`src/hw/rtl/gdn_pkg.sv`:
```
// ----------------------------------------------------------------------------
// gdn_pkg
// Types, constants and table functions shared by the converter pipeline.
// ----------------------------------------------------------------------------
`timescale 1ns / 1ps

package gdn_pkg;

  typedef enum logic {
    KIND_TO_DAYS = 1'b0,
    KIND_TO_DATE = 1'b1
  } kind_t;

  localparam logic [13:0] MAX_YEAR       = 14'd9999;
  localparam logic [3:0]  MONTHS         = 4'd12;
  localparam logic [3:0]  FEB            = 4'd2;
  localparam logic [3:0]  LAST_MONTH_IDX = 4'd11;
  localparam logic [8:0]  YEAR_DAYS      = 9'd365;
  localparam logic [8:0]  LEAP_YEAR_DAYS = 9'd366;
  localparam logic [8:0]  CYCLE_YEARS    = 9'd400;
  localparam logic [6:0]  CENTURY        = 7'd100;
  localparam logic [6:0]  LAST_OF_CENTURY = 7'd99;

  // y / 100 == (y * 5243) >> 19, exact for any 14-bit y
  localparam logic [12:0] DIV100_MUL   = 13'd5243;
  localparam int          DIV100_SHIFT = 19;

  // x / 146097 == (x * CYCLE_RECIP) >> 49, exact for any 31-bit x
  localparam logic [31:0] CYCLE_RECIP = 32'd3853261556;
  localparam int          CYCLE_SHIFT = 49;

  // month estimate is floor(offset * 256 / 7787)
  localparam int MONTH_EST_DIV   = 7787;
  localparam int MONTH_EST_SCALE = 256;

  typedef struct packed {
    kind_t       kind;
    logic [13:0] year;
    logic [3:0]  month;
    logic [4:0]  day;
    logic [21:0] day_number;
  } req_t;

  typedef struct packed {
    kind_t       kind;
    logic        err;
    logic [21:0] day_count;
    logic [21:0] dn;
    logic [13:0] est;
  } front_t;

  typedef struct packed {
    kind_t       kind;
    logic        err;
    logic [21:0] day_count;
    logic [13:0] year;
    logic [8:0]  diff;
    logic        leap;
  } year_t;

  typedef struct packed {
    logic [21:0] day_number;
    logic [13:0] year;
    logic [3:0]  month;
    logic [4:0]  day;
    logic        range_error;
  } rsp_t;

  // days before the first of month idx+1 in a common year
  function automatic logic [8:0] cum_days(input logic [3:0] idx);
    logic [8:0] d;
    unique case (idx)
      4'd0:    d = 9'd0;
      4'd1:    d = 9'd31;
      4'd2:    d = 9'd59;
      4'd3:    d = 9'd90;
      4'd4:    d = 9'd120;
      4'd5:    d = 9'd151;
      4'd6:    d = 9'd181;
      4'd7:    d = 9'd212;
      4'd8:    d = 9'd243;
      4'd9:    d = 9'd273;
      4'd10:   d = 9'd304;
      4'd11:   d = 9'd334;
      default: d = 9'd0;
    endcase
    return d;
  endfunction

  // count the month boundaries of the estimate that the offset has passed
  function automatic logic [3:0] month_estimate(input logic [8:0] diff);
    logic [3:0] m;
    int         thr;
    m = 4'd0;
    for (int k = 1; k <= int'(LAST_MONTH_IDX); k++) begin
      thr = (k * MONTH_EST_DIV + MONTH_EST_SCALE - 1) / MONTH_EST_SCALE;
      if (int'(diff) >= thr) begin
        m = m + 4'd1;
      end
    end
    return m;
  endfunction

endpackage

```
`src/hw/rtl/gdn_if.sv`:
```
// ----------------------------------------------------------------------------
// gdn_if
// Request and response channels of the converter, valid/ready handshake.
// ----------------------------------------------------------------------------
`timescale 1ns / 1ps

interface gdn_req_if;
  logic        valid;
  logic        ready;
  logic        kind;
  logic [13:0] in_year;
  logic [3:0]  in_month;
  logic [4:0]  in_day;
  logic [21:0] day_number;

  modport source (output valid, kind, in_year, in_month, in_day, day_number,
                  input ready);
  modport sink (input valid, kind, in_year, in_month, in_day, day_number,
                output ready);
endinterface

interface gdn_rsp_if;
  logic        valid;
  logic        ready;
  logic [21:0] out_day_number;
  logic [13:0] out_year;
  logic [3:0]  out_month;
  logic [4:0]  out_day;
  logic        range_error;

  modport source (output valid, out_day_number, out_year, out_month, out_day,
                  range_error, input ready);
  modport sink (input valid, out_day_number, out_year, out_month, out_day,
                range_error, output ready);
endinterface

```
`src/hw/rtl/gregorian_day_number_converter_top.sv`:
```
// ----------------------------------------------------------------------------
// gregorian_day_number_converter_top
// Proleptic Gregorian date to day count and back, day 0 being 0001-01-01.
//
// Requests come in on req (valid/ready). kind 0 takes in_year, in_month and
// in_day and returns out_day_number; kind 1 takes day_number and returns
// out_year, out_month and out_day. Fields not produced by a kind read zero.
// A bad month, a zero day, a year outside 1..9999, or a count that lands
// beyond year 9999 sets range_error with every other field zero.
// Responses leave on rsp in request order, one per request.
// One request per cycle is sustained while rsp is ready; the 31 x 32
// reciprocal multiply of the year estimate sets the depth of stage two.
// Each of the seven stages carries its own valid bit. A stalled rsp holds its
// result; upstream stages keep filling empty slots, so req stays ready until
// the pipe is full. A synchronous reset on rst empties the pipe.
// ----------------------------------------------------------------------------
`timescale 1ns / 1ps

module gregorian_day_number_converter_top (
  input  logic       clk,
  input  logic       rst,
  gdn_req_if.sink    req,
  gdn_rsp_if.source  rsp
);

  gdn_pkg::req_t   req_data;
  gdn_pkg::front_t front_data;
  gdn_pkg::year_t  year_data;
  gdn_pkg::rsp_t   rsp_data;

  logic front_valid;
  logic front_ready;
  logic year_valid;
  logic year_ready;

  always_comb begin
    req_data.kind       = gdn_pkg::kind_t'(req.kind);
    req_data.year       = req.in_year;
    req_data.month      = req.in_month;
    req_data.day        = req.in_day;
    req_data.day_number = req.day_number;
  end

  gdn_front u_front (
    .clk       (clk),
    .rst       (rst),
    .in_valid  (req.valid),
    .in_ready  (req.ready),
    .in_req    (req_data),
    .out_valid (front_valid),
    .out_ready (front_ready),
    .out_data  (front_data)
  );

  gdn_year_fix u_year_fix (
    .clk       (clk),
    .rst       (rst),
    .in_valid  (front_valid),
    .in_ready  (front_ready),
    .in_data   (front_data),
    .out_valid (year_valid),
    .out_ready (year_ready),
    .out_data  (year_data)
  );

  gdn_month_day u_month_day (
    .clk       (clk),
    .rst       (rst),
    .in_valid  (year_valid),
    .in_ready  (year_ready),
    .in_data   (year_data),
    .out_valid (rsp.valid),
    .out_ready (rsp.ready),
    .out_data  (rsp_data)
  );

  assign rsp.out_day_number = rsp_data.day_number;
  assign rsp.out_year       = rsp_data.year;
  assign rsp.out_month      = rsp_data.month;
  assign rsp.out_day        = rsp_data.day;
  assign rsp.range_error    = rsp_data.range_error;

endmodule

```
`src/hw/rtl/gdn_front.sv`:
```
// ----------------------------------------------------------------------------
// gdn_front
// Stages 1-2: date to day count in full, and the 400-year year estimate.
// ----------------------------------------------------------------------------
`timescale 1ns / 1ps

module gdn_front (
  input  logic            clk,
  input  logic            rst,
  input  logic            in_valid,
  output logic            in_ready,
  input  gdn_pkg::req_t   in_req,
  output logic            out_valid,
  input  logic            out_ready,
  output gdn_pkg::front_t out_data
);

  logic vld1;
  logic vld2;
  logic ld1;
  logic ld2;

  assign ld2       = !vld2 || out_ready;
  assign ld1       = !vld1 || ld2;
  assign in_ready  = ld1;
  assign out_valid = vld2;

  always_ff @(posedge clk) begin
    if (rst) begin
      vld1 <= 1'b0;
      vld2 <= 1'b0;
    end else begin
      if (ld1) vld1 <= in_valid;
      if (ld2) vld2 <= vld1;
    end
  end

  // stage 1
  gdn_pkg::kind_t s1_kind;
  logic           s1_err;
  logic [13:0]    s1_y;
  logic [26:0]    s1_ymul;
  logic [22:0]    s1_base;
  logic [30:0]    s1_x;
  logic [21:0]    s1_dn;

  logic        month_bad;
  logic        date_bad;
  logic [13:0] y_adj;
  logic [22:0] base;
  logic [30:0] x;
  logic [26:0] ymul;

  always_comb begin
    month_bad = (in_req.month == 4'd0) || (in_req.month > gdn_pkg::MONTHS);
    date_bad  = month_bad || (in_req.day == 5'd0) || (in_req.year == 14'd0) ||
                (in_req.year > gdn_pkg::MAX_YEAR);
    // January and February fall before this year's leap day
    y_adj = (in_req.month <= gdn_pkg::FEB) ? in_req.year - 14'd1 : in_req.year;
    base  = 23'(in_req.year) * 23'(gdn_pkg::YEAR_DAYS) +
            23'(gdn_pkg::cum_days(in_req.month - 4'd1)) + 23'(in_req.day);
    x     = 31'({1'b0, in_req.day_number} + 23'(gdn_pkg::YEAR_DAYS)) *
            31'(gdn_pkg::CYCLE_YEARS);
    ymul  = 27'(y_adj) * 27'(gdn_pkg::DIV100_MUL);
  end

  always_ff @(posedge clk) begin
    if (ld1) begin
      s1_kind <= in_req.kind;
      s1_err  <= (in_req.kind == gdn_pkg::KIND_TO_DAYS) && date_bad;
      s1_y    <= y_adj;
      s1_ymul <= ymul;
      s1_base <= base;
      s1_x    <= x;
      s1_dn   <= in_req.day_number;
    end
  end

  // stage 2
  logic [7:0]  y100;
  logic [23:0] count;
  logic [62:0] prod;

  always_comb begin
    y100  = s1_ymul[gdn_pkg::DIV100_SHIFT +: 8];
    count = 24'(s1_base) + 24'(s1_y[13:2]) - 24'(y100) + 24'(y100[7:2]) -
            24'(gdn_pkg::LEAP_YEAR_DAYS);
    prod  = 63'(s1_x) * 63'(gdn_pkg::CYCLE_RECIP);
  end

  always_ff @(posedge clk) begin
    if (ld2) begin
      out_data.kind      <= s1_kind;
      out_data.err       <= s1_err;
      out_data.day_count <= count[21:0];
      out_data.dn        <= s1_dn;
      out_data.est       <= prod[gdn_pkg::CYCLE_SHIFT +: 14];
    end
  end

endmodule

```
`src/hw/rtl/gdn_year_fix.sv`:
```
// ----------------------------------------------------------------------------
// gdn_year_fix
// Stages 3-5: days before the estimated year, offset and one-year correction.
// ----------------------------------------------------------------------------
`timescale 1ns / 1ps

module gdn_year_fix (
  input  logic            clk,
  input  logic            rst,
  input  logic            in_valid,
  output logic            in_ready,
  input  gdn_pkg::front_t in_data,
  output logic            out_valid,
  input  logic            out_ready,
  output gdn_pkg::year_t  out_data
);

  logic vld3;
  logic vld4;
  logic vld5;
  logic ld3;
  logic ld4;
  logic ld5;

  assign ld5       = !vld5 || out_ready;
  assign ld4       = !vld4 || ld5;
  assign ld3       = !vld3 || ld4;
  assign in_ready  = ld3;
  assign out_valid = vld5;

  always_ff @(posedge clk) begin
    if (rst) begin
      vld3 <= 1'b0;
      vld4 <= 1'b0;
      vld5 <= 1'b0;
    end else begin
      if (ld3) vld3 <= in_valid;
      if (ld4) vld4 <= vld3;
      if (ld5) vld5 <= vld4;
    end
  end

  // stage 3: divide the estimate and the year before it by 100
  gdn_pkg::kind_t s3_kind;
  logic           s3_err;
  logic [21:0]    s3_day_count;
  logic [21:0]    s3_dn;
  logic [13:0]    s3_est;
  logic           s3_est_zero;
  logic [13:0]    s3_p;
  logic [26:0]    s3_pmul;
  logic [26:0]    s3_emul;

  logic        est_zero;
  logic [13:0] p;

  always_comb begin
    est_zero = (in_data.est == 14'd0);
    p        = est_zero ? 14'd0 : in_data.est - 14'd1;
  end

  always_ff @(posedge clk) begin
    if (ld3) begin
      s3_kind      <= in_data.kind;
      s3_err       <= in_data.err;
      s3_day_count <= in_data.day_count;
      s3_dn        <= in_data.dn;
      s3_est       <= in_data.est;
      s3_est_zero  <= est_zero;
      s3_p         <= p;
      s3_pmul      <= 27'(p) * 27'(gdn_pkg::DIV100_MUL);
      s3_emul      <= 27'(in_data.est) * 27'(gdn_pkg::DIV100_MUL);
    end
  end

  // stage 4: offset into the estimated year, leap flags of it and the next
  gdn_pkg::kind_t s4_kind;
  logic           s4_err;
  logic [21:0]    s4_day_count;
  logic [13:0]    s4_est;
  logic [9:0]     s4_diff;
  logic           s4_leap0;
  logic           s4_leap1;

  logic [7:0]  p100;
  logic [7:0]  e100;
  logic [22:0] dbase;
  logic [22:0] dstart;
  logic [23:0] diff_full;
  logic [13:0] e_rem_full;
  logic [6:0]  e_rem;
  logic        leap0;
  logic        leap1;

  always_comb begin
    p100  = s3_pmul[gdn_pkg::DIV100_SHIFT +: 8];
    e100  = s3_emul[gdn_pkg::DIV100_SHIFT +: 8];
    // days before the year, offset by one leap year so year zero reads as 0
    dbase = 23'(s3_p) * 23'(gdn_pkg::YEAR_DAYS) + 23'(s3_p[13:2]) - 23'(p100) +
            23'(p100[7:2]) + 23'(gdn_pkg::LEAP_YEAR_DAYS);
    dstart     = s3_est_zero ? 23'd0 : dbase;
    diff_full  = 24'(s3_dn) + 24'(gdn_pkg::LEAP_YEAR_DAYS) - 24'(dstart);
    e_rem_full = s3_est - 14'(e100) * 14'(gdn_pkg::CENTURY);
    e_rem      = e_rem_full[6:0];
    leap0 = (s3_est[1:0] == 2'd0) && ((e_rem != 7'd0) || (e100[1:0] == 2'd0));
    // next year: ends a century when this one is the last of its century
    leap1 = (s3_est[1:0] == 2'd3) &&
            ((e_rem != gdn_pkg::LAST_OF_CENTURY) || (e100[1:0] == 2'd3));
  end

  always_ff @(posedge clk) begin
    if (ld4) begin
      s4_kind      <= s3_kind;
      s4_err       <= s3_err;
      s4_day_count <= s3_day_count;
      s4_est       <= s3_est;
      s4_diff      <= diff_full[9:0];
      s4_leap0     <= leap0;
      s4_leap1     <= leap1;
    end
  end

  // stage 5: advance one year when the offset runs past the year's length
  logic [9:0]  ylen;
  logic        bump;
  logic [9:0]  diff_fixed;
  logic [13:0] year;

  always_comb begin
    ylen       = s4_leap0 ? 10'(gdn_pkg::LEAP_YEAR_DAYS) : 10'(gdn_pkg::YEAR_DAYS);
    bump       = (s4_diff >= ylen);
    diff_fixed = bump ? s4_diff - ylen : s4_diff;
    year       = bump ? s4_est + 14'd1 : s4_est;
  end

  always_ff @(posedge clk) begin
    if (ld5) begin
      out_data.kind      <= s4_kind;
      out_data.err       <= (s4_kind == gdn_pkg::KIND_TO_DAYS) ? s4_err :
                            (year > gdn_pkg::MAX_YEAR);
      out_data.day_count <= s4_day_count;
      out_data.year      <= year;
      out_data.diff      <= diff_fixed[8:0];
      out_data.leap      <= bump ? s4_leap1 : s4_leap0;
    end
  end

endmodule

```
`src/hw/rtl/gdn_month_day.sv`:
```
// ----------------------------------------------------------------------------
// gdn_month_day
// Stages 6-7: month estimate, one-month correction, day and result register.
// ----------------------------------------------------------------------------
`timescale 1ns / 1ps

module gdn_month_day (
  input  logic           clk,
  input  logic           rst,
  input  logic           in_valid,
  output logic           in_ready,
  input  gdn_pkg::year_t in_data,
  output logic           out_valid,
  input  logic           out_ready,
  output gdn_pkg::rsp_t  out_data
);

  logic vld6;
  logic vld7;
  logic ld6;
  logic ld7;

  assign ld7       = !vld7 || out_ready;
  assign ld6       = !vld6 || ld7;
  assign in_ready  = ld6;
  assign out_valid = vld7;

  always_ff @(posedge clk) begin
    if (rst) begin
      vld6 <= 1'b0;
      vld7 <= 1'b0;
    end else begin
      if (ld6) vld6 <= in_valid;
      if (ld7) vld7 <= vld6;
    end
  end

  // stage 6
  gdn_pkg::year_t s6;
  logic [3:0]     s6_m;

  always_ff @(posedge clk) begin
    if (ld6) begin
      s6   <= in_data;
      s6_m <= gdn_pkg::month_estimate(in_data.diff);
    end
  end

  // stage 7
  logic [9:0]    thr;
  logic          bump;
  logic [3:0]    m;
  logic          leap_eff;
  logic [9:0]    day_full;
  gdn_pkg::rsp_t rsp;

  always_comb begin
    // January's end carries no leap day
    thr  = 10'(gdn_pkg::cum_days(s6_m + 4'd1)) + 10'((s6_m != 4'd0) && s6.leap);
    bump = (s6_m < gdn_pkg::LAST_MONTH_IDX) && (10'(s6.diff) >= thr);
    m    = bump ? s6_m + 4'd1 : s6_m;
    leap_eff = (m >= gdn_pkg::FEB) && s6.leap;
    day_full = 10'(s6.diff) - 10'(gdn_pkg::cum_days(m)) - 10'(leap_eff) + 10'd1;

    rsp = '0;
    if (s6.err) begin
      rsp.range_error = 1'b1;
    end else if (s6.kind == gdn_pkg::KIND_TO_DAYS) begin
      rsp.day_number = s6.day_count;
    end else begin
      rsp.year  = s6.year;
      rsp.month = m + 4'd1;
      rsp.day   = day_full[4:0];
    end
  end

  always_ff @(posedge clk) begin
    if (ld7) out_data <= rsp;
  end

endmodule

```
`src/flat_wrapper.sv`:
```
// flat-port wrapper written by rule: the top's interface ports become plain ports
module gregorian_day_number_converter_top_flat 
  (clk, rst, req_valid, req_kind, req_in_year, req_in_month, req_in_day, req_day_number, req_ready, rsp_valid, rsp_out_day_number, rsp_out_year, rsp_out_month, rsp_out_day, rsp_range_error, rsp_ready);
  gdn_req_if req_i ();
  gdn_rsp_if rsp_i ();
  input  logic clk;
  input  logic rst;
  input wire logic [$bits(req_i.valid)-1:0] req_valid;
  input wire logic [$bits(req_i.kind)-1:0] req_kind;
  input wire logic [$bits(req_i.in_year)-1:0] req_in_year;
  input wire logic [$bits(req_i.in_month)-1:0] req_in_month;
  input wire logic [$bits(req_i.in_day)-1:0] req_in_day;
  input wire logic [$bits(req_i.day_number)-1:0] req_day_number;
  output wire logic [$bits(req_i.ready)-1:0] req_ready;
  output wire logic [$bits(rsp_i.valid)-1:0] rsp_valid;
  output wire logic [$bits(rsp_i.out_day_number)-1:0] rsp_out_day_number;
  output wire logic [$bits(rsp_i.out_year)-1:0] rsp_out_year;
  output wire logic [$bits(rsp_i.out_month)-1:0] rsp_out_month;
  output wire logic [$bits(rsp_i.out_day)-1:0] rsp_out_day;
  output wire logic [$bits(rsp_i.range_error)-1:0] rsp_range_error;
  input wire logic [$bits(rsp_i.ready)-1:0] rsp_ready;
  assign req_i.valid = req_valid;
  assign req_i.kind = req_kind;
  assign req_i.in_year = req_in_year;
  assign req_i.in_month = req_in_month;
  assign req_i.in_day = req_in_day;
  assign req_i.day_number = req_day_number;
  assign req_ready = req_i.ready;
  assign rsp_valid = rsp_i.valid;
  assign rsp_out_day_number = rsp_i.out_day_number;
  assign rsp_out_year = rsp_i.out_year;
  assign rsp_out_month = rsp_i.out_month;
  assign rsp_out_day = rsp_i.out_day;
  assign rsp_range_error = rsp_i.range_error;
  assign rsp_i.ready = rsp_ready;
  gregorian_day_number_converter_top u_core (.clk(clk), .rst(rst), .req(req_i), .rsp(rsp_i));
endmodule
```
`config.mk`:
```
export PLATFORM = sky130hd
export DESIGN_NAME = gregorian_day_number_converter_top_flat
export DESIGN_NICKNAME = d
export VERILOG_FILES = /design/src/hw/rtl/gdn_pkg.sv /design/src/hw/rtl/gdn_if.sv /design/src/hw/rtl/gregorian_day_number_converter_top.sv /design/src/hw/rtl/gdn_front.sv /design/src/hw/rtl/gdn_year_fix.sv /design/src/hw/rtl/gdn_month_day.sv /design/src/flat_wrapper.sv
export SDC_FILE = /design/constraint.sdc
export NUM_CORES = 2
export LEC_CHECK = 0
export ABC_AREA = 1
export BUFFER_PORTS_ARGS = -buffer_cell sky130_fd_sc_hd__buf_2
export CAP_MARGIN = 20
export CORE_MARGIN = 3
export CORE_UTILIZATION = 35
export DETAILED_ROUTE_END_ITERATION = 6
export PLACE_DENSITY_LB_ADDON = 0.12
export SYNTH_ARGS = -nofsm -noshare
export SYNTH_HDL_FRONTEND = slang
export SYNTH_SLANG_ARGS = --single-unit
export TNS_END_PERCENT = 100
```
`constraint.sdc`:
```
create_clock -name clk -period 12.7 [get_ports clk]
set_input_delay 1.27 -clock clk [delete_from_list [all_inputs] [get_ports clk]]
set_output_delay 1.27 -clock clk [all_outputs]
set_load 0.05 [all_outputs]
```
Word-level counts from Yosys, hierarchy flattened
Memories as Yosys holds them, arrays and structs flattened.
Cells that the tools add are included.
{"block": "op_classes", "n_addsub": 35, "multipliers": 8, "magnitude_cmp": 19, "n_eq_ne": 3, "mux": 31, "bitwise": 2, "reduce_logical": 36}
{"op": "$mux 4", "n": 21}
{"op": "$mul 14x13->27 const B", "n": 3}
{"op": "$mul 27x30->57 const B", "n": 1}
{"op": "$add 4x1->4 const B", "n": 12}
{"op": "$mux 14", "n": 3}
{"op": "$ge 9x8->1 const B", "n": 4}
{"op": "$gt 14x14->1 const B", "n": 2}
{"op": "$logic_not 14->1", "n": 2}
{"op": "$sub 14x1->14 const B", "n": 2}
{"op": "$ge 9x9->1 const B", "n": 3}
{"op": "$mul 23x5->27 const B", "n": 1}
{"op": "$add 22x9->23 const B", "n": 1}
{"op": "$add 22x12->22", "n": 1}
{"op": "$add 22x5->22", "n": 1}
{"op": "$add 22x6->22", "n": 1}
{"op": "$add 22x9->22", "n": 1}
{"op": "$mul 14x9->22 const B", "n": 1}
{"op": "$sub 22x8->22", "n": 1}
{"op": "$sub 22x9->22 const B", "n": 1}
{"op": "$add 10x9->10 const B", "n": 2}
{"op": "$ge 9x7->1 const B", "n": 2}
{"op": "$add 14x1->14 const B", "n": 1}
{"op": "$mul 14x9->10 const B", "n": 1}
{"op": "$logic_or 1x1->1", "n": 13}
{"op": "35 further kinds", "n": 53}
{"block": "word_totals", "register_bits": 470, "mem_bits_ro": 432, "input_bits": 50, "output_inout_bits": 48, "elab_cells": 190, "mem_count": 3}
{"memory": "(no name shown)", "words": 16, "width": 9, "read_ports": 1, "rd_ports_with_merged_regs": 0, "wr": 0, "line_no": "gdn_pkg.sv:72", "source": "unique case (idx)"}
{"memory": "(no name shown)", "words": 16, "width": 9, "read_ports": 1, "rd_ports_with_merged_regs": 0, "wr": 0, "line_no": "gdn_pkg.sv:72"}
{"memory": "(no name shown)", "words": 16, "width": 9, "read_ports": 1, "rd_ports_with_merged_regs": 0, "wr": 0, "line_no": "gdn_pkg.sv:72"}

Depth between registers and ports, before layout
{"block": "logic_depth", "ltp_word": 33, "ltp_mapped": 40, "mapped_depth_nobuf": 39}

Hierarchy
From an unflattened synthesis, not the netlist that was laid out.
{"block": "hier_totals", "cells_unflattened": 5819, "hier_area_um2": 54154.4}
{"module": "gdn_front", "n_inst": 1, "cells_each": 3609, "area_each_um2": 31991.9, "seq_area_each_um2": 4634.4}
{"module": "gdn_year_fix", "n_inst": 1, "cells_each": 1589, "area_each_um2": 16270.6, "seq_area_each_um2": 5225.0}
{"module": "gdn_month_day", "n_inst": 1, "cells_each": 621, "area_each_um2": 5891.9, "seq_area_each_um2": 2982.9}

Least setup slack after synthesis
No wires, ideal clock.
{"block": "synth_timing", "path_kind": "in2out", "start": "in rsp_ready", "end": "out req_ready", "arrival_time_ns": 9.487, "t_required_ns": 11.430, "path_slack_ns": 1.943, "path_stages": 12, "cell_sequence": "nor2_1 inv_1 nor2_1 inv_1 nor2_1 inv_1 nor2_1 inv_1 nor2_1 inv_1 nor2_1 nand2_1"}
{"block": "synth_between", "elab_chain_len": 7}
{"item": "start: declaration", "line_no": "flat_wrapper.sv:21", "source": "input wire logic [$bits(rsp_i.ready)-1:0] rsp_ready;"}
{"item": "$logic_or 1x1->1", "line_no": "gdn_month_day.sv:23", "source": "assign ld7 = !vld7 || out_ready;"}
{"item": "net u_core.u_month_day.ld7", "line_no": "gdn_month_day.sv:21", "source": "logic ld7;"}
{"item": "$logic_or 1x1->1", "line_no": "gdn_month_day.sv:24", "source": "assign ld6 = !vld6 || ld7;"}
{"item": "net u_core.u_month_day.in_ready", "line_no": "gdn_month_day.sv:11", "source": "output logic in_ready,"}
{"item": "$logic_or 1x1->1", "line_no": "gdn_year_fix.sv:25", "source": "assign ld5 = !vld5 || out_ready;"}
{"item": "net u_core.u_year_fix.ld5", "line_no": "gdn_year_fix.sv:23", "source": "logic ld5;"}
{"item": "$logic_or 1x1->1", "line_no": "gdn_year_fix.sv:26", "source": "assign ld4 = !vld4 || ld5;"}
{"item": "net u_core.u_year_fix.ld4", "line_no": "gdn_year_fix.sv:22", "source": "logic ld4;"}
{"item": "$logic_or 1x1->1", "line_no": "gdn_year_fix.sv:27", "source": "assign ld3 = !vld3 || ld4;"}
{"item": "net u_core.front_ready", "line_no": "gregorian_day_number_converter_top.sv:32", "source": "logic front_ready;"}
{"item": "$logic_or 1x1->1", "line_no": "gdn_front.sv:23", "source": "assign ld2 = !vld2 || out_ready;"}
{"item": "$logic_or 1x1->1", "line_no": "gdn_front.sv:24", "source": "assign ld1 = !vld1 || ld2;"}
{"item": "end: declaration", "line_no": "flat_wrapper.sv:14", "source": "output wire logic [$bits(req_i.ready)-1:0] req_ready;"}
The timed path passes the listed nets, and every way through them passes these cells.

Worst setup path in the final report
{"block": "layout_timing", "start": "reg u_core.u_front.out_data[1] in the netlist's numbering", "end": "reg u_core.u_year_fix.s3_pmul[25], data pin"}
{"block": "layout_between", "elab_chain_len": 3, "elab_cells_between_ends": 4}
{"item": "start: declaration", "line_no": "gdn_front.sv:15", "source": "output gdn_pkg::front_t out_data"}
{"item": "$sub 14x1->14 / $logic_not 14->1 (equally long branches)", "line_no": "gdn_year_fix.sv:59, gdn_year_fix.sv:58"}
{"item": "$mux 14 *", "line_no": "gdn_year_fix.sv:59", "source": "p = est_zero ? 14'd0 : in_data.est - 14'd1;"}
{"item": "$mul 14x13->27 *", "line_no": "gdn_year_fix.sv:71", "source": "s3_pmul <= 27'(p) * 27'(gdn_pkg::DIV100_MUL);"}
{"item": "end signal: assignment", "line_no": "gdn_year_fix.sv:71"}
{"item": "end: declaration", "line_no": "gdn_year_fix.sv:51", "source": "logic [26:0] s3_pmul;"}
Every way passes the cells marked *; elsewhere a longest branch is shown, timed or not.
A chain may end at the register's enable or synchronous reset.

==> run summary <==
STA
--------------------------------------------------------------------------------------------------------
Crit path time final                                                                             7.00 ns
Finish-stage setup viols                                                                               0
Crit share post-route                                                                              0.551
Max frequency                                                                                    143 MHz
Fin Setup TNS                                                                                       0 ns
RSZ-0062 raised after global routing                                                                  no
Transition time at the pin with the least slew margin                                            1.09 ns
Setup skew after layout                                                                        0.0268 ns
Number of max-slew violations in the final report                                                      0
Worst path setup slack after routing                                                             5.70 ns
Number of hold violations in the final report                                                          0
Max-slew headroom at the worst pin                                                                 0.265

GLOBAL ROUTE
--------------------------------------------------------------------------------------------------------
Total track usage                                                                                  0.166
Number of antenna violations at the first check in global routing                                      4
First-pass GRT wire length                                                                     193000 um
Via count of the first global-routing pass                                                         34.1k
Overflow after GRT                                                                                     0
Pin count of the biggest net entering global routing                                                  76

CTS
--------------------------------------------------------------------------------------------------------
Clock Tree Root                                                                             sky130_fd_sc_hd__clkbuf_16
Post-CTS clock slew at the launch and capture registers of the worst setup and hold paths        0.06 ns
Source-to-sink clock delay at the later pin of the worst-skew pair                               0.61 ns
Sinks on Clock Net                                                                                   406
Number of hold buffers added after CTS                                                                 0
Number of buffers created by CTS                                                                      47
Maximum root-to-sink buffer count                                                                      3
Post-CTS setup buffer count                                                                            0
CTS tree                                                                                             yes
H-tree depth                                                                                           2
Post-CTS sizing                                                                                        0

SYNTHESIS
--------------------------------------------------------------------------------------------------------
Fraction of registers with async set/reset                                                             0
Post-synth cell types                                                                                 55
Top post-synthesis cells by area                                                            sky130_fd_sc_hd__fa_1 (25%), sky130_fd_sc_hd__edfxtp_1 (24%), sky130_fd_sc_hd__ha_1 (22%), sky130_fd_sc_hd__inv_1 (11%), sky130_fd_sc_hd__nand2_1 (3.1%)
Simple-gate share of the synthesized area                                                         0.0802
Warnings from Yosys                                                                                    0
Fraction of synthesized cell area in xor and xnor cells                                           0.0349
Most numerous cell in the Yosys netlist                                                     sky130_fd_sc_hd__inv_1
Post-Syn Instances                                                                                  5102
Number of enable flip-flop cells after synthesis                                                     399
Synth Register Bits                                                                                  406
Post-Synthesis Cell Area                                                                       50400 um2
Combinational family with the most area after synthesis                                      adder cells
Most numerous cell types in the synthesized netlist                                         sky130_fd_sc_hd__inv_1 (1534), sky130_fd_sc_hd__ha_1 (903), sky130_fd_sc_hd__fa_1 (635)
Syn avg cell area                                                                               9.89 um2
Complex-gate fraction of the synthesized area                                                     0.0527
Proportion of synthesized chip area in sequential cells                                            0.240
Synthesized-area fraction occupied by adder cells                                                  0.476
Mux contribution to synthesized area                                                            0.000223
Post-synth net total                                                                                6690
Proportion of netlist area held by the largest area contributor                                    0.252
Cell taking the most area after synthesis                                                   sky130_fd_sc_hd__fa_1
Primary flip-flop cell chosen by synthesis mapping                                          sky130_fd_sc_hd__edfxtp_1

DIE
--------------------------------------------------------------------------------------------------------
Standard cell core area                                                                       142000 um2
IO Pins                                                                                               98
Die boundary height                                                                               386 um
Die Area                                                                                      149000 um2
Die W                                                                                             386 um
Initial standard-cell utilization of the core                                                      0.354
Number of core rows                                                                                  138

WORST SETUP PATH
--------------------------------------------------------------------------------------------------------
Critical Path AT                                                                                 7.32 ns
Highest-delay cell along the critical path                                                  sky130_fd_sc_hd__nor2_1
Number of buffers and inverters on the critical path                                                   5
R2R cell count                                                                                        32
Reg-to-reg startpoint                                                                       u_core.u_front.out_data[1]$_DFFE_PP_
Setup CP Type                                                                               flip-flop to flip-flop
Worst-path maximum fanout                                                                              7
Cell seen most often among critical-path stages                                             sky130_fd_sc_hd__nand2_1
Worst setup SP type                                                                            flip-flop
Category of the worst setup path capture point                                                 flip-flop
Required arrival time at the worst endpoint                                                     13.02 ns
R2R Setup Slk                                                                                    5.70 ns
Worst path max stage delay                                                                       0.63 ns
Delay-heaviest family, CP                                                                    adder cells
R2r endpoint                                                                                u_core.u_year_fix.s3_pmul[25]$_DFFE_PP_

ROUTING
--------------------------------------------------------------------------------------------------------
Iteration-0 DRC count of the detailed router                                                        1379
Final ANT Viol Nets                                                                                    0
Avg WL per Cell                                                                                  16.8 um
DR vias/cell                                                                                        4.49
Vias after detailed routing                                                                        32.2k
Drt first pass iters                                                                                   7
Wire length reported by the detailed router                                                    121000 um
DRC violations left                                                                                    0

FINISH
--------------------------------------------------------------------------------------------------------
Non-filler instance count after layout                                                              7178
Number of nets in the layout                                                                        6842
End-of-flow core utilization                                                                       0.386
Layout overhead on the synthesized area                                                            8.80%
Layout cells sized above 1                                                                        0.0481

MIN PATH
--------------------------------------------------------------------------------------------------------
Worst hold path cell count                                                                             0
Hold Crit Endpoint                                                                          u_core.u_month_day.s6[29]$_DFFE_PP_
Hold path start                                                                             u_core.u_year_fix.out_data[29]$_DFFE_PP_
Tightest Hold Check Type                                                                    flip-flop to flip-flop

PLACEMENT
--------------------------------------------------------------------------------------------------------
Post-DP HPWL                                                                                   106000 um
Dpl ws                                                                                           5.16 ns
Cell count after placement                                                                          7095
Gpl congestion                                                                                     0.885
# port buffers                                                                                        97

JOB
--------------------------------------------------------------------------------------------------------
Max-cap violations                                                                                     0

OUTCOME
--------------------------------------------------------------------------------------------------------
Result of the run                                                                              completed

==> per-layer routing <==
| layer | part of all wire | global-route usage | vias to the layer above |
|---|---|---|---|
| li1 | - | - | 16226 |
| met1 | 0.49 | 0.239 | 15483 |
| met2 | 0.47 | 0.276 | 390 |
| met3 | 0.028 | 0.0162 | 104 |
| met5 | 0 | 0 | - |
| met4 | 0.015 | 0.0267 | 0 |
==> worst reg2reg max path: cells and delay by family (launching register included) <==
kind / cells / cell delay (ns)
fa+ha+maj: 7 / 2.94
simple gates: 16 / 1.74
compound gates: 3 / 0.88
flops: 1 / 0.59
buf+inv: 5 / 0.49
xor+xnor: 1 / 0.10
==> logic make-up (layout without fill, tap and decap cells) <==
group           after synthesis  count (layout)
xor+xnor                    201             201
other cells                   0               2
compound gates              476             476
flops                       406             406
mux                           1               1
buf+inv                    1552            1736
simple gates                928             928
fa+ha+maj                  1538            1538
==> area by class of cell <==
type                    instances  area (um2)
clock buffers                  59        1220
diodes                          2        5.00
flip-flops and latches        406       12100
inverters                    1543        5790
repair buffers                112         611
well taps                    1890        2360
clock inverters                22         254
fillers                     14485       87400
multi-input cells            3144       32500
==> sequential cells by signal, summed over array words and instances, names as in the netlist, 4 cells and up <==
name,cells
u_core.u_month_day.out_data,46
u_core.u_year_fix.s3_pmul,8
u_core.u_year_fix.s3_p,12
u_core.u_front.s1_ymul,8
u_core.u_year_fix.s3_emul,5
u_core.u_year_fix.s3_est,14
u_core.u_month_day.s6_m,4
u_core.u_year_fix.s4_day_count,22
u_core.u_year_fix.out_data,48
u_core.u_month_day.s6,48
u_core.u_year_fix.s3_dn,10
u_core.u_year_fix.s4_est,14
u_core.u_year_fix.s3_day_count,22
u_core.u_front.out_data,48
u_core.u_front.s1_y,12
u_core.u_front.s1_base,22
u_core.u_front.s1_x,27
u_core.u_year_fix.s4_diff,10
u_core.u_front.s1_dn,10
==> worst max path at each step <==
stage	cells after the start	slack (ns)	endpoint	startpoint
after floorplan	12	1.94	req_ready	rsp_ready
after global placement	26	5.17	u_core.u_front.s1_ymul[23]$_DFFE_PP_	req_in_month[0]
after detailed placement	25	5.16	u_core.u_front.s1_ymul[23]$_DFFE_PP_	req_in_month[0]
after CTS	22	5.58	u_core.u_year_fix.s3_pmul[25]$_DFFE_PP_	u_core.u_front.out_data[12]$_DFFE_PP_
after global routing	32	5.07	u_core.u_year_fix.s3_pmul[25]$_DFFE_PP_	u_core.u_front.out_data[1]$_DFFE_PP_
final	32	5.70	u_core.u_year_fix.s3_pmul[25]$_DFFE_PP_	u_core.u_front.out_data[1]$_DFFE_PP_
==> metrics by stage <==
step                      instance area (um2)  hold slack [ns]
after floorplan                         50400            0.400
after global placement                  53400            0.401
after detailed placement                53400            0.405
after CTS                               54900            0.398
after global routing                    54900            0.415
final                                   54900            0.406
==> cells in the final DEF, fill, tap and decap left out, types with 5 or more instances in the layout <==
cell type	Yosys	final
sky130_fd_sc_hd__edfxtp_1	399	399
sky130_fd_sc_hd__clkbuf_1	8	12
sky130_fd_sc_hd__o221ai_1	6	6
sky130_fd_sc_hd__a21o_1	10	10
sky130_fd_sc_hd__nand2_2	19	19
sky130_fd_sc_hd__dfxtp_1	7	7
sky130_fd_sc_hd__o21ai_1	10	10
sky130_fd_sc_hd__nand3_1	80	80
sky130_fd_sc_hd__fa_1	635	635
sky130_fd_sc_hd__a21boi_0	6	6
sky130_fd_sc_hd__nor4_1	14	14
sky130_fd_sc_hd__o211ai_1	9	9
sky130_fd_sc_hd__buf_4	1	14
sky130_fd_sc_hd__xnor2_1	70	70
sky130_fd_sc_hd__o21bai_1	12	12
sky130_fd_sc_hd__o21ai_0	127	127
sky130_fd_sc_hd__nand2_1	420	419
sky130_fd_sc_hd__xor2_1	131	131
sky130_fd_sc_hd__inv_1	1534	1528
sky130_fd_sc_hd__a31oi_1	22	22
sky130_fd_sc_hd__o21a_1	12	12
sky130_fd_sc_hd__clkinv_2	0	5
sky130_fd_sc_hd__inv_2	9	14
sky130_fd_sc_hd__nand2_4	9	10
sky130_fd_sc_hd__a21oi_1	230	230
sky130_fd_sc_hd__ha_1	903	903
sky130_fd_sc_hd__o31ai_1	6	6
sky130_fd_sc_hd__nor3_1	49	47
sky130_fd_sc_hd__clkbuf_16	0	47
sky130_fd_sc_hd__nor2_1	275	275
sky130_fd_sc_hd__or2_2	10	10
sky130_fd_sc_hd__nand3_2	11	11
sky130_fd_sc_hd__a211oi_1	11	11
sky130_fd_sc_hd__clkinv_1	0	6
sky130_fd_sc_hd__nor3b_1	5	5
sky130_fd_sc_hd__buf_2	0	97
sky130_fd_sc_hd__nand4_1	20	20
Power is not shown: default switching activity piles up to over one toggle a cycle in this logic, so the estimate is an artifact.
